File: src/sv/point_in_polygon_crossing_test_macros.svh
// assertion macros shared by the point-in-polygon rtl
// no dependencies; include with the bare file name
`ifndef POINT_IN_POLYGON_CROSSING_TEST_MACROS_SVH
`define POINT_IN_POLYGON_CROSSING_TEST_MACROS_SVH

`ifndef ASSERT_OFF
// same-cycle implication, disabled during reset
`define PIP_ASSERT_IMP(lbl, clk, rstn, ante, cons) \
    lbl: assert property (@(posedge clk) disable iff (!(rstn)) (ante) |-> (cons)) \
        else $error("pip assertion failed");
// next-cycle implication, disabled during reset
`define PIP_ASSERT_NXT(lbl, clk, rstn, ante, cons) \
    lbl: assert property (@(posedge clk) disable iff (!(rstn)) (ante) |=> (cons)) \
        else $error("pip assertion failed");
`else
`define PIP_ASSERT_IMP(lbl, clk, rstn, ante, cons)
`define PIP_ASSERT_NXT(lbl, clk, rstn, ante, cons)
`endif

`endif

File: src/sv/pip_pkg.sv
// shared constants and types for the point-in-polygon crossing test
// no dependencies
package pip_pkg;

    localparam int COORD_BITS_DEFAULT  = 16;
    localparam int QUEUE_DEPTH_DEFAULT = 4;

    // configuration register indexes
    typedef enum logic {
        CFG_QUERY_X = 1'b0,
        CFG_QUERY_Y = 1'b1
    } t_cfg_idx;

    // per-job control bits from front to back
    typedef struct packed {
        logic first;    // vertex opens a polygon, no previous edge
        logic last;     // vertex closes the polygon, closing edge follows
    } t_job_flags;

    localparam int JOB_FLAG_BITS = $bits(t_job_flags);

endpackage

File: src/sv/pip_back.sv
// back end: per-edge straddle test, cross-multiplied crossing compare, parity
// depends on pip_pkg and the assertion macro header
`include "point_in_polygon_crossing_test_macros.svh"
module pip_back #(
    parameter int COORD_BITS = pip_pkg::COORD_BITS_DEFAULT
) (
    input  logic                        i_clk,
    input  logic                        i_rst_n,
    input  logic                        i_job_valid,
    output logic                        o_job_pop,
    input  pip_pkg::t_job_flags         i_job_flags,
    input  logic [6*COORD_BITS-1:0]     i_job_coords,
    input  logic [COORD_BITS-1:0]       i_query_x,
    input  logic [COORD_BITS-1:0]       i_query_y,
    output logic                        o_valid,
    input  logic                        i_ready,
    output logic                        o_inside_res
);

    localparam int C  = COORD_BITS;
    localparam int DW = C + 1;          // exact difference width
    localparam int PW = 2 * DW;         // exact product width

    // lane 0: previous -> current, lane 1: current -> first (closing edge)
    logic signed [C-1:0]  x1 [2];
    logic signed [C-1:0]  y1 [2];
    logic signed [C-1:0]  x2 [2];
    logic signed [C-1:0]  y2 [2];
    logic signed [C-1:0]  qx;
    logic signed [C-1:0]  qy;
    logic                 lane_en [2];

    logic                 adv;
    logic                 r_s1_v;
    pip_pkg::t_job_flags  r_s1_flags;
    logic signed [DW-1:0] r_s1_ayq [2];
    logic signed [DW-1:0] r_s1_dx  [2];
    logic signed [DW-1:0] r_s1_axq [2];
    logic signed [DW-1:0] r_s1_dy  [2];
    logic                 r_s1_str [2];

    logic                 r_s2_v;
    pip_pkg::t_job_flags  r_s2_flags;
    logic signed [PW-1:0] r_s2_l [2];
    logic signed [PW-1:0] r_s2_r [2];
    logic                 r_s2_str   [2];
    logic                 r_s2_dypos [2];

    logic                 toggle [2];
    logic                 r_parity;
    logic                 n_parity;
    logic                 r_out_valid;
    logic                 r_out;

    assign qx = i_query_x;
    assign qy = i_query_y;
    assign x2[0] = i_job_coords[6*C-1:5*C];
    assign y2[0] = i_job_coords[5*C-1:4*C];
    assign x1[0] = i_job_coords[4*C-1:3*C];
    assign y1[0] = i_job_coords[3*C-1:2*C];
    assign x1[1] = i_job_coords[6*C-1:5*C];
    assign y1[1] = i_job_coords[5*C-1:4*C];
    assign x2[1] = i_job_coords[2*C-1:C];
    assign y2[1] = i_job_coords[C-1:0];
    assign lane_en[0] = !i_job_flags.first;
    assign lane_en[1] = i_job_flags.last;

    // whole pipe moves unless a finished result is waiting
    assign adv       = !r_out_valid || i_ready;
    assign o_job_pop = adv;

    for (genvar g = 0; g < 2; g++) begin : g_lane
        always_ff @(posedge i_clk) begin
            if (adv) begin
                r_s1_ayq[g] <= DW'({qy[C-1], qy}) - DW'({y1[g][C-1], y1[g]});
                r_s1_dx[g]  <= DW'({x2[g][C-1], x2[g]}) - DW'({x1[g][C-1], x1[g]});
                r_s1_axq[g] <= DW'({qx[C-1], qx}) - DW'({x1[g][C-1], x1[g]});
                r_s1_dy[g]  <= DW'({y2[g][C-1], y2[g]}) - DW'({y1[g][C-1], y1[g]});
                r_s1_str[g] <= lane_en[g] && ((y1[g] > qy) != (y2[g] > qy));
                r_s2_l[g]     <= r_s1_ayq[g] * r_s1_dx[g];
                r_s2_r[g]     <= r_s1_axq[g] * r_s1_dy[g];
                r_s2_str[g]   <= r_s1_str[g];
                r_s2_dypos[g] <= (r_s1_dy[g] > 0);
            end
        end
        // crossing strictly right of query; compare flips for a falling edge
        assign toggle[g] = r_s2_str[g] &&
                           (r_s2_dypos[g] ? (r_s2_l[g] > r_s2_r[g]) : (r_s2_r[g] > r_s2_l[g]));
    end

    assign n_parity = (r_s2_flags.first ? 1'b0 : r_parity) ^ toggle[0] ^ toggle[1];

    always_ff @(posedge i_clk) begin
        if (adv) begin
            r_s1_flags <= i_job_flags;
            r_s2_flags <= r_s1_flags;
            r_out      <= n_parity;
        end
    end

    always_ff @(posedge i_clk) begin
        if (!i_rst_n) begin
            r_s1_v      <= 1'b0;
            r_s2_v      <= 1'b0;
            r_parity    <= 1'b0;
            r_out_valid <= 1'b0;
        end else if (adv) begin
            r_s1_v      <= i_job_valid;
            r_s2_v      <= r_s1_v;
            r_out_valid <= r_s2_v && r_s2_flags.last;
            if (r_s2_v) begin
                r_parity <= n_parity;
            end
        end
    end

    assign o_valid      = r_out_valid;
    assign o_inside_res = r_out;

    `PIP_ASSERT_IMP(a_first_no_open_edge, i_clk, i_rst_n, r_s2_v && r_s2_flags.first, !r_s2_str[0])
    `PIP_ASSERT_NXT(a_result_only_at_last, i_clk, i_rst_n, adv && !(r_s2_v && r_s2_flags.last),
                    !r_out_valid)

endmodule

File: config.mk
export PLATFORM = sky130hd
export DESIGN_NAME = pip_back
export DESIGN_NICKNAME = d
export VERILOG_FILES = /design/src/sv/pip_pkg.sv /design/src/sv/pip_back.sv
export VERILOG_INCLUDE_DIRS = /design/src /design/src/sv
export SDC_FILE = /design/constraint.sdc
export NUM_CORES = 2
export LEC_CHECK = 0
export ABC_AREA = 1
export BUFFER_PORTS_ARGS = -buffer_cell sky130_fd_sc_hd__clkbuf_2
export CAP_MARGIN = 20
export CORE_AREA = 8 8 227 446
export DETAILED_ROUTE_END_ITERATION = 10
export DIE_AREA = 0 0 235 454
export PLACE_DENSITY = 0.79
export REMOVE_ABC_BUFFERS = 1
export SKIP_CTS_REPAIR_TIMING = 1
export SYNTH_ARGS = -nofsm -noshare
export SYNTH_HDL_FRONTEND = slang
export SYNTH_SLANG_ARGS = --single-unit
File: constraint.sdc
create_clock -name i_clk -period 10.7 [get_ports i_clk]
set_clock_uncertainty 0.05 [all_clocks]
set_input_delay 0.535 -clock i_clk [delete_from_list [all_inputs] [get_ports i_clk]]
set_output_delay 0.535 -clock i_clk [all_outputs]
set_load 0.1 [all_outputs]
==> results.ini <==
[run_status]
status = finished clean

[place]
pre_cts_ws_ps = 4060
dp_hpwl_microns = 149000
port-buffer-count = 136
gp_congestion = 1.01

[critical_path]
start_kind = flop
worstSetupEndpointType = flop
reg2reg_slack_ps = 3990
cp_max_fo = 18
cp.arrival_ps = 7050
critical_path_class = reg2reg
required_ps = 11040

[synthesis]
ys_types = 48
synthArstFlopShare_pct = 0
synthCells = 7087
synth_area_sq_um = 61300
ys_warn_count = 0
synthFlopType = edfxtp_1
ys_seq_area_share_pct = 14.0
synth_edf_count = 283
synth.ff_latch_count = 287
avgSynthCellArea_sq_um = 8.65

[routing]
first_iter_violations = 3357
drt-total-wl_microns = 179000
via_count = 46500
via_per_inst = 5.63
ant_nets = 0
route.detailed.drc = 0
avgRoutedWirePerCell_microns = 21.7
firstDrtPassIters = 6

[timing]
period_minus_slack_ps = 6710
timing.final.ws_setup_ps = 3990
worstMarginPinSlew_ps = 1140
fin_tns_setup_ps = 0
rsz0062_at_grt = no
slew_headroom_pct = 24.0
whs_ps = 131
fmax_ghz = 0.149
drv_slew = 0
hold_viol = 0
timing.final.crit_share_pct = 62.8
finalSetupViolCount = 0

[grt]
grt_pass1_wl_microns = 276000
grt_max_degree = 101
overflow = 0
grt_antenna_before_repair = 10
grt_pass1_vias = 51900
track_usage_pct = 34.4

[die]
io-pin-count = 137
rows = 160
core_area_sq_um = 95100
die_width_microns = 235
start_util_pct = 64.4
dieHeight_microns = 454
die_area_sq_um = 107000

[clock_tree]
clock-root-buffer = clkbuf_16
clkSinkCount = 287
path_clk_slew_ps = 60
htreeDepth = 1
cts_max_path_buffers = 3
clock_latency_ps = 640
cts_tree = done
cts_inserted_buffers = 31

[cells_and_area]
layout-drive-gt1-share_pct = 4.57
filler_cell_count = 7687
nets = 8898
ff_latch_area_sq_um = 8580
syn_to_final_growth_pct = 4.09
final_common_cell = inv_1
multi_input_area_sq_um = 43600
most-common-layout-cells = 2149 x inv_1, 1509 x nand2_1, 1192 x fa_1

[flow_run]
cap_violations = 0

[hold_path]
hold_class = in2reg

-- layout make-up --
class                   instances  share of cell area (%)
well taps                    1215                    2.38
flip-flops and latches        287                    13.4
clock inverters                23                   0.451
inverters                    2150                    12.7
repair buffers                166                    1.42
clock buffers                  34                    1.23
diodes                          2                 0.00785
multi-input cells            4382                    68.4
-- routing by layer --
metal / wire length, microns / share of wire (%) / track usage, %
met1: 53900 / 30 / 32.6
met2: 93500 / 52 / 62.7
met4: 19800 / 11 / 31.2
met3: 12200 / 6.8 / 5.94
met5: 41 / 0.023 / 0
-- final timing paths --
| kind | depth (start not counted) | from | end |
|---|---|---|---|
| worst max-delay path | 19 | r_s1_dy[0][2] | r_s2_r[0][30] |
| worst min-delay path | 3 | i_rst_n | r_s1_v |
| worst max register to register | 19 | r_s1_dy[0][2] | r_s2_r[0][30] |
| worst min register to register | 0 | r_s1_flags[1] | r_s2_flags[1] |
-- flip-flops by register name, summed over array words and instances (netlist names), 2 cells and up --
signal and cells:
r_s1_flags 2, r_s2_l 68, r_s1_dy 34, r_s1_axq 34, r_s2_str 2, r_s2_flags 2, r_s1_dx 34, r_s1_str 2
r_s1_ayq 34, r_s2_dypos 2, r_s2_r 68
-- metrics by stage --
step	utilization, %	instances	cell area (sq um)
final	67.1	8259	63800
after global routing	67.1	8257	63800
after CTS	67.1	8257	63800
after detailed placement	65.9	8200	62700
after global placement	65.9	8200	62700
after floorplan	-	6819	60300
-- worst max-delay path: stages, from the launching register on --
cell and delay, ps:
edfxtp_1 920, nand2_1 210, inv_1 170, fa_1 540, fa_1 910, fa_1 540, fa_1 500, fa_1 500
inv_1 50, fa_1 470, inv_1 40, ha_1 360, nand2_1 130, nor4_1 280, o21ai_0 170, nand3_1 170
a31o_2 190, nand3_1 70, nand3_1 90, xor2_1 70
-- cells in the mapped netlist (all sizes together), types with 2 or more instances --
cell,instances,share of area (%)
dfxtp,4,0.13
nor3,17,0.14
nor2,195,1.2
o21bai,15,0.21
o221ai,3,0.043
buf,13,0.080
xnor2,108,1.5
nand4,27,0.28
o31ai,11,0.13
nand2,1516,9.3
edfxtp,283,14
fa,1192,39
a31oi,22,0.22
o22ai,6,0.061
nor4,15,0.15
a211oi,16,0.20
a41oi,2,0.029
or2,19,0.19
o21ai,126,1.2
nand3,46,0.39
a21boi,26,0.42
o2111ai,4,0.057
o21a,10,0.12
ha,554,11
a21o,19,0.23
xor2,161,2.3
inv,2150,13
a21oi,263,2.3
clkbuf,255,1.6
o211ai,2,0.024
nand3b,3,0.037
-- cells by family after synthesis --
| logic type | share of synthesized area, % |
|---|---|
| xor gates and xnor gates | 3.84 |
| AOI/OAI and AO/OA | 5.35 |
| adders and majority gates | 50.3 |
| DFF | 14.0 |
| buffers and inverters | 14.8 |
| and+or+nand+nor | 11.7 |
Power is not shown: default switching activity piles up to over one toggle a cycle in this logic, so the estimate is an artifact.
